===== src/rtl/gbd_pkg.sv =====
// ----------------------------------------------------------------------------
// gbd_pkg
// Shared types and codes of the Golomb bit decoder.
// ----------------------------------------------------------------------------
package gbd_pkg;

  // configuration register indexes
  localparam int CFG_IDX_W = 2;
  localparam logic [CFG_IDX_W-1:0] CFG_DIVISOR   = 2'd0;
  localparam logic [CFG_IDX_W-1:0] CFG_SIGN_MODE = 2'd1;

  // result error codes
  localparam logic [1:0] ERR_OK    = 2'd0;
  localparam logic [1:0] ERR_TRUNC = 2'd1;
  localparam logic [1:0] ERR_OVF   = 2'd2;

  // reset value of the divisor register
  localparam int DIVISOR_RESET = 3;

  // codeword-complete event between the decoder core and the output stage
  typedef struct packed {
    logic valid;
    logic trunc;
    logic ovf;
  } gbd_ev_t;

endpackage


===== src/rtl/gbd_cfg.sv =====
// ----------------------------------------------------------------------------
// gbd_cfg
// Configuration registers; derives m, k = floor(log2 m) and u = 2^(k+1) - m
// at write time so the decoder core sees them ready-made.
// ----------------------------------------------------------------------------
module gbd_cfg
  import gbd_pkg::*;
#(
  parameter int DIVISOR_BITS = 16,
  parameter int CW           = $clog2(DIVISOR_BITS)
) (
  input  logic                    clk,
  input  logic                    rst_n,
  input  logic                    cfg_valid,
  output logic                    cfg_ready,
  input  logic [CFG_IDX_W-1:0]    cfg_index,
  input  logic [DIVISOR_BITS-1:0] cfg_data,
  output logic [DIVISOR_BITS-1:0] m_o,
  output logic [CW-1:0]           k_o,
  output logic [DIVISOR_BITS-1:0] u_o,
  output logic                    sign_mode_o
);

  localparam int DB = DIVISOR_BITS;

  logic [DB-1:0] m_r, m_nxt;
  logic [CW-1:0] k_r, k_nxt;
  logic [DB-1:0] u_r, u_nxt;
  logic          sign_r;
  logic [DB:0]   pow_k1;
  logic          wr;

  function automatic logic [CW-1:0] flog2(input logic [DB-1:0] m);
    logic [CW-1:0] k;
    k = '0;
    for (int i = 0; i < DB; i++) begin
      if (m[i]) k = i[CW-1:0];
    end
    return k;
  endfunction

  assign cfg_ready = 1'b1;
  assign wr        = cfg_valid && cfg_ready;

  always_comb begin
    // a divisor of zero decodes as one
    m_nxt  = (cfg_data == '0) ? DB'(1) : cfg_data;
    k_nxt  = flog2(m_nxt);
    // widen the shift amount so k + 1 does not wrap at the top k
    pow_k1 = (DB+1)'(1) << ({1'b0, k_nxt} + (CW+1)'(1));
    u_nxt  = DB'(pow_k1 - {1'b0, m_nxt});
  end

  always_ff @(posedge clk) begin
    if (!rst_n) begin
      m_r    <= DB'(DIVISOR_RESET);
      k_r    <= CW'(1);
      u_r    <= DB'(1);
      sign_r <= 1'b1;
    end else if (wr) begin
      if (cfg_index == CFG_DIVISOR) begin
        m_r <= m_nxt;
        k_r <= k_nxt;
        u_r <= u_nxt;
      end else if (cfg_index == CFG_SIGN_MODE) begin
        sign_r <= cfg_data[0];
      end
    end
  end

  assign m_o         = m_r;
  assign k_o         = k_r;
  assign u_o         = u_r;
  assign sign_mode_o = sign_r;

endmodule


===== src/rtl/gbd_core.sv =====
// ----------------------------------------------------------------------------
// gbd_core
// Codeword state machine: unary run, plain remainder bits, extra bit. Emits a
// registered event with N = q*m + r when a codeword completes or is cut off.
// ----------------------------------------------------------------------------
module gbd_core
  import gbd_pkg::*;
#(
  parameter int MAPPED_BITS  = 17,
  parameter int DIVISOR_BITS = 16,
  parameter int CW           = $clog2(DIVISOR_BITS),
  parameter int QW           = ((MAPPED_BITS > DIVISOR_BITS) ? MAPPED_BITS : DIVISOR_BITS) + 1
) (
  input  logic                    clk,
  input  logic                    rst_n,
  input  logic                    in_valid,
  output logic                    in_stall,
  input  logic                    in_code_bit,
  input  logic                    in_stream_end,
  input  logic [DIVISOR_BITS-1:0] m_i,
  input  logic [CW-1:0]           k_i,
  input  logic [DIVISOR_BITS-1:0] u_i,
  input  logic                    ev_ready,
  output gbd_ev_t                 ev_o,
  output logic [QW-1:0]           ev_n_o
);

  localparam int DB = DIVISOR_BITS;
  localparam int MB = MAPPED_BITS;
  localparam int RW = DB - 1;

  localparam logic [1:0] PH_UNARY = 2'd0;
  localparam logic [1:0] PH_REM   = 2'd1;
  localparam logic [1:0] PH_EXTRA = 2'd2;

  logic [1:0]    phase_r, phase_nxt;
  logic [QW-1:0] qs_r, qs_nxt;
  logic          ovf_r, ovf_nxt;
  logic [RW-1:0] rem_r, rem_nxt;
  logic [CW-1:0] cnt_r, cnt_nxt;
  gbd_ev_t       ev_r, ev_nxt;
  logic [QW-1:0] ev_n_r, ev_n_nxt;

  logic          accept;
  logic          fin;
  logic          trunc;
  logic [DB-1:0] r_fin;
  logic [QW-1:0] qs_add;
  logic [DB-1:0] rem_sh;
  logic [DB-1:0] rem_sub;
  logic [DB-1:0] v_new;
  logic [CW-1:0] cnt_inc;

  // hold the input while a finished event cannot move on
  assign in_stall = ev_r.valid && !ev_ready;
  assign accept   = in_valid && !in_stall;

  always_comb begin
    phase_nxt = phase_r;
    qs_nxt    = qs_r;
    ovf_nxt   = ovf_r;
    rem_nxt   = rem_r;
    cnt_nxt   = cnt_r;
    fin       = 1'b0;
    trunc     = 1'b0;
    r_fin     = '0;
    qs_add    = qs_r + QW'(m_i);
    rem_sh    = {rem_r, in_code_bit};
    rem_sub   = rem_sh - u_i;
    v_new     = {1'b0, rem_sh[RW-1:0]};
    cnt_inc   = cnt_r + CW'(1);

    if (accept) begin
      if (in_stream_end) begin
        // end marker while idle between codewords is dropped
        if (!(phase_r == PH_UNARY && qs_r == '0 && !ovf_r)) begin
          fin   = 1'b1;
          trunc = 1'b1;
        end
      end else begin
        case (phase_r)
          PH_UNARY: begin
            if (in_code_bit) begin
              if (!ovf_r) begin
                qs_nxt  = qs_add;
                ovf_nxt = |qs_add[QW-1:MB];
              end
            end else begin
              rem_nxt   = '0;
              cnt_nxt   = '0;
              phase_nxt = PH_REM;
              // no plain bits: r = 0, always below u
              if (k_i == '0) fin = 1'b1;
            end
          end
          PH_REM: begin
            rem_nxt = rem_sh[RW-1:0];
            cnt_nxt = cnt_inc;
            if (cnt_inc >= k_i) begin
              if (v_new < u_i) begin
                fin   = 1'b1;
                r_fin = v_new;
              end else begin
                phase_nxt = PH_EXTRA;
              end
            end
          end
          PH_EXTRA: begin
            fin   = 1'b1;
            r_fin = (rem_sh >= u_i) ? rem_sub : rem_sh;
          end
          default: begin
            phase_nxt = PH_UNARY;
          end
        endcase
      end

      if (fin) begin
        phase_nxt = PH_UNARY;
        qs_nxt    = '0;
        ovf_nxt   = 1'b0;
        rem_nxt   = '0;
        cnt_nxt   = '0;
      end
    end

    ev_nxt.valid = fin;
    ev_nxt.trunc = trunc;
    ev_nxt.ovf   = ovf_r;
    ev_n_nxt     = qs_r + QW'(r_fin);
  end

  always_ff @(posedge clk) begin
    if (!rst_n) begin
      phase_r <= PH_UNARY;
      qs_r    <= '0;
      ovf_r   <= 1'b0;
      rem_r   <= '0;
      cnt_r   <= '0;
      ev_r    <= '0;
    end else begin
      phase_r <= phase_nxt;
      qs_r    <= qs_nxt;
      ovf_r   <= ovf_nxt;
      rem_r   <= rem_nxt;
      cnt_r   <= cnt_nxt;
      // load while the event slot is empty or moving on
      if (!in_stall) ev_r <= ev_nxt;
    end
  end

  always_ff @(posedge clk) begin
    if (!in_stall) ev_n_r <= ev_n_nxt;
  end

  assign ev_o   = ev_r;
  assign ev_n_o = ev_n_r;

endmodule


===== src/rtl/gbd_out.sv =====
// ----------------------------------------------------------------------------
// gbd_out
// Truncation flag, range check and signed mapping of N, into the output register.
// ----------------------------------------------------------------------------
module gbd_out
  import gbd_pkg::*;
#(
  parameter int MAPPED_BITS = 17,
  parameter int QW          = 18
) (
  input  logic                          clk,
  input  logic                          rst_n,
  input  gbd_ev_t                       ev_i,
  input  logic [QW-1:0]                 ev_n_i,
  input  logic                          sign_mode_i,
  output logic                          ev_ready,
  output logic                          out_valid,
  input  logic                          out_stall,
  output logic signed [MAPPED_BITS-1:0] out_decoded_value,
  output logic [1:0]                    out_error_code
);

  localparam int MB = MAPPED_BITS;

  logic          out_valid_r;
  logic [MB-1:0] val_r, val_nxt;
  logic [1:0]    err_r, err_nxt;
  logic          ovf_all;
  logic [MB-1:0] half;

  assign ev_ready = !out_valid_r || !out_stall;

  always_comb begin
    ovf_all = ev_i.ovf || (|ev_n_i[QW-1:MB]);
    half    = {1'b0, ev_n_i[MB-1:1]};
    if (ev_i.trunc) begin
      val_nxt = '0;
      err_nxt = ERR_TRUNC;
    end else if (ovf_all) begin
      val_nxt = '0;
      err_nxt = ERR_OVF;
    end else begin
      err_nxt = ERR_OK;
      if (!ev_n_i[0]) val_nxt = half;
      else if (!sign_mode_i) val_nxt = -half;
      else val_nxt = ~half;
    end
  end

  always_ff @(posedge clk) begin
    if (!rst_n) begin
      out_valid_r <= 1'b0;
    end else if (ev_ready) begin
      out_valid_r <= ev_i.valid;
    end
  end

  always_ff @(posedge clk) begin
    if (ev_ready && ev_i.valid) begin
      val_r <= val_nxt;
      err_r <= err_nxt;
    end
  end

  assign out_valid         = out_valid_r;
  assign out_decoded_value = val_r;
  assign out_error_code    = err_r;

endmodule


===== src/rtl/golomb_bit_decoder_top.sv =====
// ----------------------------------------------------------------------------
// golomb_bit_decoder_top
// Golomb decoder with truncated-binary remainder, one coded bit per beat.
// ----------------------------------------------------------------------------
// Throughput: one input beat per cycle while in_stall is low.
// The result of a completing beat passes through the event register, then the
//   output register, before out_valid shows it.
// Reset (rst_n low, synchronous): idle between codewords, divisor 3,
//   interleaving mapping, no result pending.
module golomb_bit_decoder_top
  import gbd_pkg::*;
#(
  parameter int MAPPED_BITS  = 17,
  parameter int DIVISOR_BITS = 16
) (
  input  logic                          clk,
  input  logic                          rst_n,
  input  logic                          in_valid,
  output logic                          in_stall,
  input  logic                          in_code_bit,
  input  logic                          in_stream_end,
  output logic                          out_valid,
  input  logic                          out_stall,
  output logic signed [MAPPED_BITS-1:0] out_decoded_value,
  output logic [1:0]                    out_error_code,
  input  logic                          cfg_valid,
  output logic                          cfg_ready,
  input  logic [CFG_IDX_W-1:0]          cfg_index,
  input  logic [DIVISOR_BITS-1:0]       cfg_data
);

  localparam int CW = $clog2(DIVISOR_BITS);
  localparam int QW = ((MAPPED_BITS > DIVISOR_BITS) ? MAPPED_BITS : DIVISOR_BITS) + 1;

  logic [DIVISOR_BITS-1:0] m;
  logic [CW-1:0]           k;
  logic [DIVISOR_BITS-1:0] u;
  logic                    sign_mode;
  logic                    ev_ready;
  gbd_ev_t                 ev;
  logic [QW-1:0]           ev_n;

  gbd_cfg #(
    .DIVISOR_BITS (DIVISOR_BITS),
    .CW           (CW)
  ) u_cfg (
    .clk         (clk),
    .rst_n       (rst_n),
    .cfg_valid   (cfg_valid),
    .cfg_ready   (cfg_ready),
    .cfg_index   (cfg_index),
    .cfg_data    (cfg_data),
    .m_o         (m),
    .k_o         (k),
    .u_o         (u),
    .sign_mode_o (sign_mode)
  );

  gbd_core #(
    .MAPPED_BITS  (MAPPED_BITS),
    .DIVISOR_BITS (DIVISOR_BITS),
    .CW           (CW),
    .QW           (QW)
  ) u_core (
    .clk           (clk),
    .rst_n         (rst_n),
    .in_valid      (in_valid),
    .in_stall      (in_stall),
    .in_code_bit   (in_code_bit),
    .in_stream_end (in_stream_end),
    .m_i           (m),
    .k_i           (k),
    .u_i           (u),
    .ev_ready      (ev_ready),
    .ev_o          (ev),
    .ev_n_o        (ev_n)
  );

  gbd_out #(
    .MAPPED_BITS (MAPPED_BITS),
    .QW          (QW)
  ) u_out (
    .clk               (clk),
    .rst_n             (rst_n),
    .ev_i              (ev),
    .ev_n_i            (ev_n),
    .sign_mode_i       (sign_mode),
    .ev_ready          (ev_ready),
    .out_valid         (out_valid),
    .out_stall         (out_stall),
    .out_decoded_value (out_decoded_value),
    .out_error_code    (out_error_code)
  );

endmodule


===== config.mk =====
export PLATFORM = sky130hd
export DESIGN_NAME = golomb_bit_decoder_top
export DESIGN_NICKNAME = d
export VERILOG_FILES = /design/src/rtl/gbd_pkg.sv /design/src/rtl/gbd_cfg.sv /design/src/rtl/gbd_core.sv /design/src/rtl/gbd_out.sv /design/src/rtl/golomb_bit_decoder_top.sv
export SDC_FILE = /design/constraint.sdc
export NUM_CORES = 1
export LEC_CHECK = 0
export BUFFER_PORTS_ARGS = -buffer_cell sky130_fd_sc_hd__clkbuf_2
export CORE_ASPECT_RATIO = 0.9
export CORE_MARGIN = 2
export CORE_UTILIZATION = 40
export CTS_CLUSTER_SIZE = 40
export DETAILED_ROUTE_END_ITERATION = 8
export PLACE_DENSITY = 0.62
export SKIP_CTS_REPAIR_TIMING = 1
export SYNTH_ARGS = -nofsm -noshare
export SYNTH_HDL_FRONTEND = slang
export SYNTH_SLANG_ARGS = --single-unit

===== constraint.sdc =====
create_clock -name clk -period 5.1 [get_ports clk]
set_input_delay 0.765 -clock clk [delete_from_list [all_inputs] [get_ports clk]]
set_output_delay 0.765 -clock clk [all_outputs]
set_load 0.05 [all_outputs]

After elaboration in Yosys (flattened, before gate mapping). Cells that the tools add are included.

Register bits: 118. Output and inout bits: 22. Word-level logic and storage cells: 128. Input bits: 25.

Equality and inequality tests: 9. Add/sub/neg operators: 7. Bitwise logic cells: 3. Shift operators: 1. $lt $le $gt $ge: 3. Reduce and logical (&&, ||, !) cells: 28. Mux-type cells: 60.

Operator list (count): 16-bit 2-to-1 mux (6); 18-bit 2-to-1 mux (5); 4-bit 2-to-1 mux (17); 15-bit 2-to-1 mux (4); 18-bit by 16-bit adder with 18-bit output (2); 16-bit one-hot mux with 2 select lines (1); 16-bit subtractor (2); 15-bit one-hot mux with 2 select lines (1); 18-bit zero test (1); 17-bit 2-to-1 mux (1); 16-bit negation with 17-bit output (1); 16-bit inverter with 17-bit output (1); 16-bit >= comparator (1); 16-bit zero test (1); 15-bit by 16-bit < comparator with 1-bit output (1); 1-bit 2-to-1 mux (16); 1-bit by 5-bit left shift with 16-bit output, first input constant (1); 2-bit 2-to-1 mux (6); 4-bit one-hot mux with 2 select lines (1); 4-bit AND reduction (2); 3-bit != test, second input constant (2); 2-bit one-hot mux with 3 select lines (1); 6-bit AND reduction (1); 4-bit by 1-bit adder with 5-bit output, second input constant (1); other kinds (21) (35).

Longest topological paths before layout.
Word-level depth: 20. Depth in mapped cells: 22. Gate-level depth less buffers: 22.

Modules after synthesis. From an unflattened synthesis, not the netlist that was laid out.

Cells, all modules: 939. Area total of the unflattened synthesis: 8454.4 um^2.

By module, submodules not included: gbd_core (times used 1, cells an instance 532, area an instance 4944.7 um^2, seq. area each 1401.3 um^2); gbd_cfg (times used 1, cells an instance 303, area an instance 2327.2 um^2, seq. area each 740.7 um^2); gbd_out (times used 1, cells an instance 104, area an instance 1182.4 um^2, seq. area each 590.6 um^2).

Worst setup path before layout. OpenSTA, ideal clock, no wires.

Path kind: input to register. From: input port in_code_bit. To: register u_core.ev_n_r[15] (netlist: u_core.ev_n_o[15]), data pin. Path buffers: 1. Setup slack: -0.085 ns. Required time: 4.842 ns. Library setup time: 0.258 ns. Data arrival time: 4.927 ns. Stages: 22. Cells stage by stage: inv_1 > ha_1 > inv_1 > fa_1 > a21oi_1 > nor2_1 > o31ai_2 > a21oi_1 > o21ai_0 > a31oi_1 > nor4b_2 > clkbuf_1 > a22o_1 > ha_1 > a21o_1 > a211oi_1 > nor2_1 > o311ai_0 > a21oi_1 > o21a_1 > a21oi_1 > xnor2_1.

Longest elaborated chain between the ends: 7. Elaborated cells between the ends (all ways): 10. Classes of those cells: add/sub: 2; order compare: 2; mux: 6.

Ends and longest elaborated chain: start: declaration (RTL line golomb_bit_decoder_top.sv:20) `input logic in_code_bit,`; 15-bit by 16-bit < comparator with 1-bit output (RTL line gbd_core.sv:100) `if (v_new < u_i) begin`; 15-bit 2-to-1 mux (RTL line gbd_core.sv:100); 16-bit 2-to-1 mux (RTL line gbd_core.sv:99) `if (cnt_inc >= k_i) begin`; 16-bit one-hot mux with 2 select lines * (RTL line gbd_core.sv:81) `case (phase_r)`; 16-bit 2-to-1 mux * (RTL line gbd_core.sv:74) `if (in_stream_end) begin`; 16-bit 2-to-1 mux * (RTL line gbd_core.sv:73) `if (accept) begin`; 18-bit by 16-bit adder with 18-bit output * (RTL line gbd_core.sv:130) `ev_n_nxt = qs_r + QW'(r_fin);`; via u_core.ev_n_nxt[15] (RTL line gbd_core.sv:42) `logic [QW-1:0] ev_n_r, ev_n_nxt;`; end signal: assignment (RTL line gbd_core.sv:153) `if (!in_stall) ev_n_r <= ev_n_nxt;`; end: declaration (RTL line gbd_core.sv:42).

The timed path passes the listed nets; every way through them passes the cells marked *. A chain may end at the register's enable or synchronous reset.

Final worst setup path.
From: input port in_code_bit. To: register u_core.ev_n_r[16] (netlist: u_core.ev_n_o[16]), data pin.

The elaborated chain is that of the path after synthesis.

==> flow_metrics.tcl <==
set metrics [dict create \
    synth_compound_area_share_pct 22.9 \
    fmax_ghz 0.211 \
    design.portCount 47 \
    multi_input_area_mm2 0.00497 \
    worstPathMaxFanout 6 \
    seq_area_frac_synth_pct 33.9 \
    synth_fa_ha_area_share_pct 12.5 \
    cp_common_cell "a21oi_1" \
    critPathRequiredTime_ns 5.27 \
    tightestPinTransition_ns 0.910 \
    dr.pass1.iters 5 \
    synth_top_area_share_pct 20.1 \
    cts_tree "done" \
    viasPerCell 5.48 \
    synth_top_family_by_area "compound AO/OA/AOI/OAI gates" \
    cap_violations 0 \
    fin_util_pct 46.6 \
    via_count 6953 \
    antenna_found_initial 0 \
    dieArea_mm2 0.0213 \
    chipWidth_um 154 \
    wirelength_um 20100 \
    skew_ns 0.00781 \
    power_density_mw_per_mm2 300 \
    grt_pass1_vias 6431 \
    dp_hpwl_um 15400 \
    leakagePower_nw 4.03 \
    final_cell_mix "nand2_1 (101), a21oi_1 (86), dfxtp_1 (81), ha_1 (74), nor2_1 (67)" \
    ys_warn_count 0 \
    synthTopCellsByArea "dfxtp_1 (20%), edfxtp_1 (14%), ha_1 (11%), a21oi_1 (5.4%), nand2_1 (4.7%)" \
    nets 1103 \
    fillCellCount 1963 \
    hp-class "register to register" \
    ant_nets 0 \
    numCtsBuffers 17 \
    core_area_mm2 0.0199 \
    slowest_stage "fa_1" \
    wl_per_cell_um 15.8 \
    drive_gt1_share_pct 12.4 \
    start_util_pct 40.6 \
    portBuffers 45 \
    path_cells "clkbuf_2 > inv_1 > ha_1 > inv_1 > fa_1 > a21oi_1 > nor2_1 > o31ai_2 > a21oi_1 > o21ai_1 > a31oi_1 > nor4b_2 > buf_4 > a22o_1 > ha_1 > a21o_1 > a21oi_1 > o21bai_1 > a21oi_1 > o21ai_0 > a311o_1 > a21oi_1 > xnor2_1" \
    relSlewSlack_pct 39.3 \
    fin_crit_ns 4.74 \
    clockRootBuffer "clkbuf_16" \
    design_power_total_mw 2.77 \
    clk_pin_slew_worst_paths_ns 0.06 \
    ir_worst_vdd_uv 148 \
    startpoint_type "input port" \
    endpoint_kind "register" \
    diodes 0 \
    synthCells 944 \
    cts_sinks 118 \
    drt_iter0_markers 556 \
    dp_slack_ns -0.102 \
    arrival_ns 4.91 \
    area_growth_pct 14.8 \
    ys_types 71 \
    drv_slew 0 \
    synthMuxAreaShare_pct 0.264 \
    seqCellArea_mm2 0.00273 \
    synth.avg_cell_area_um2 8.55 \
    finalSetupViolations 0 \
    cts_buffer_depth 2 \
    dieHeight_um 139 \
    h-tree-depth 4 \
    setup_slack_ns 0.355 \
    clock_latency_ns 0.43 \
    ys.flop_type "dfxtp_1" \
    grt_overflow 0 \
    synth_top_area_cell "dfxtp_1" \
    crit_path_max_incr_delay_ns 0.37 \
    postSynthRegisterBits 118 \
    finalHoldViolCount 0 \
    grt_start_max_net_pins 54 \
    rows 49 \
    synth_edf_count 37 \
    gp_congestion 0.898 \
    grt.total_usage_pct 19.2 \
    drc_errors 0 \
    grt_pass1_wl_um 32900 \
    syn_area_mm2 0.00807 \
    status "finished, final reports clean" \
    setup_tns_ns 0 \
    rsz0062_at_grt "no" \
    crit_type "input port to register" \
    async_reset_ff_share_pct 0 \
    synth_xor_area_share_pct 6.84 \
    final_common_cell "nand2_1" \
    timing.final.crit_share_pct 93.0 \
    synthSimpleGateAreaFrac_pct 19.0 \
]
==> flip-flops by register name, indices dropped and copies added (netlist names), 3 cells and up <==
register	flops
u_core.ev_n_o	18
u_core.qs_r	18
u_out.out_decoded_value	17
u_cfg.m_o	16
u_cfg.u_o	16
u_core.rem_r	15
u_cfg.k_o	4
u_core.cnt_r	4
u_core.ev_o	3
==> Yosys cell counts, types with 11 or more instances <==
cell type,number
a22o_1,32
a21o_1,11
edfxtp_1,37
nand3_1,28
xnor2_1,37
a21oi_1,87
nor2_1,67
o21ai_0,34
clkbuf_1,28
nand2_1,101
ha_1,74
nor2b_1,12
inv_1,60
o31ai_1,13
o21a_1,11
a211oi_1,18
nor3_1,23
dfxtp_1,81
xor2_1,26
==> where the power goes <==
group | internal (mW) | total [mW] | switching, mW
clock network | 0.729 | 1.22 | 0.488
logic | 0.177 | 0.499 | 0.323
registers | 1.02 | 1.06 | 0.0392
total | 1.92 | 2.77 | 0.850
==> per-layer routing <==
| metal | track usage (%) | routed length, µm | up-vias |
|---|---|---|---|
| met2 | 29.7 | 8990 | 123 |
| met3 | 3.44 | 714 | 25 |
| li1 | - | - | 3555 |
| met4 | 5.99 | 344 | 0 |
| met1 | 27.3 | 10100 | 3250 |
| met5 | 0 | 0 | - |
==> cell families after synthesis <==
family	count (synthesis)
xor+xnor	63
other cells	1
mux	2
flops	118
compound gates	274
buf+inv	95
fa+ha+maj	78
simple gates	313
==> final timing paths <==
path         slack [ns]           endpoint     startpoint  depth (start not counted)
max                0.36  u_core.ev_n_o[16]    in_code_bit                         23
min                0.46      u_cfg.u_o[12]  u_cfg.u_o[12]                          2
max reg2reg        0.43  u_core.ev_n_o[16]   u_cfg.u_o[7]                         21
min reg2reg        0.46      u_cfg.u_o[12]  u_cfg.u_o[12]                          2
==> area by class of cell <==
class / count / share of cell area [%]
inverters: 61 / 2.47
repair buffers: 70 / 4.46
flip-flops and latches: 118 / 29.5
well taps: 255 / 3.45
multi-input cells: 732 / 53.7
clock buffers: 17 / 4.59
clock inverters: 15 / 1.80
==> metrics by stage <==
step / hold slack [ns] / cell area, µm² / cells
6_report: 0.458 / 9260 / 1268
5_1_grt: 0.472 / 9260 / 1268
4_1_cts: 0.458 / 9260 / 1268
3_5_place_dp: 0.450 / 8660 / 1236
3_3_place_gp: 0.444 / 8660 / 1236
2_1_floorplan: 0.432 / 8080 / 945
==> critical path, delay by kind of cell <==
kind / cells / cell delay (ns)
adders and majority gates: 3 / 0.80
xor gates and xnor gates: 1 / 0.08
AOI/OAI and AO/OA: 13 / 2.42
buffers and inverters: 4 / 0.44
and+or+nand+nor: 2 / 0.40
Power figures use the tool's default switching activity.
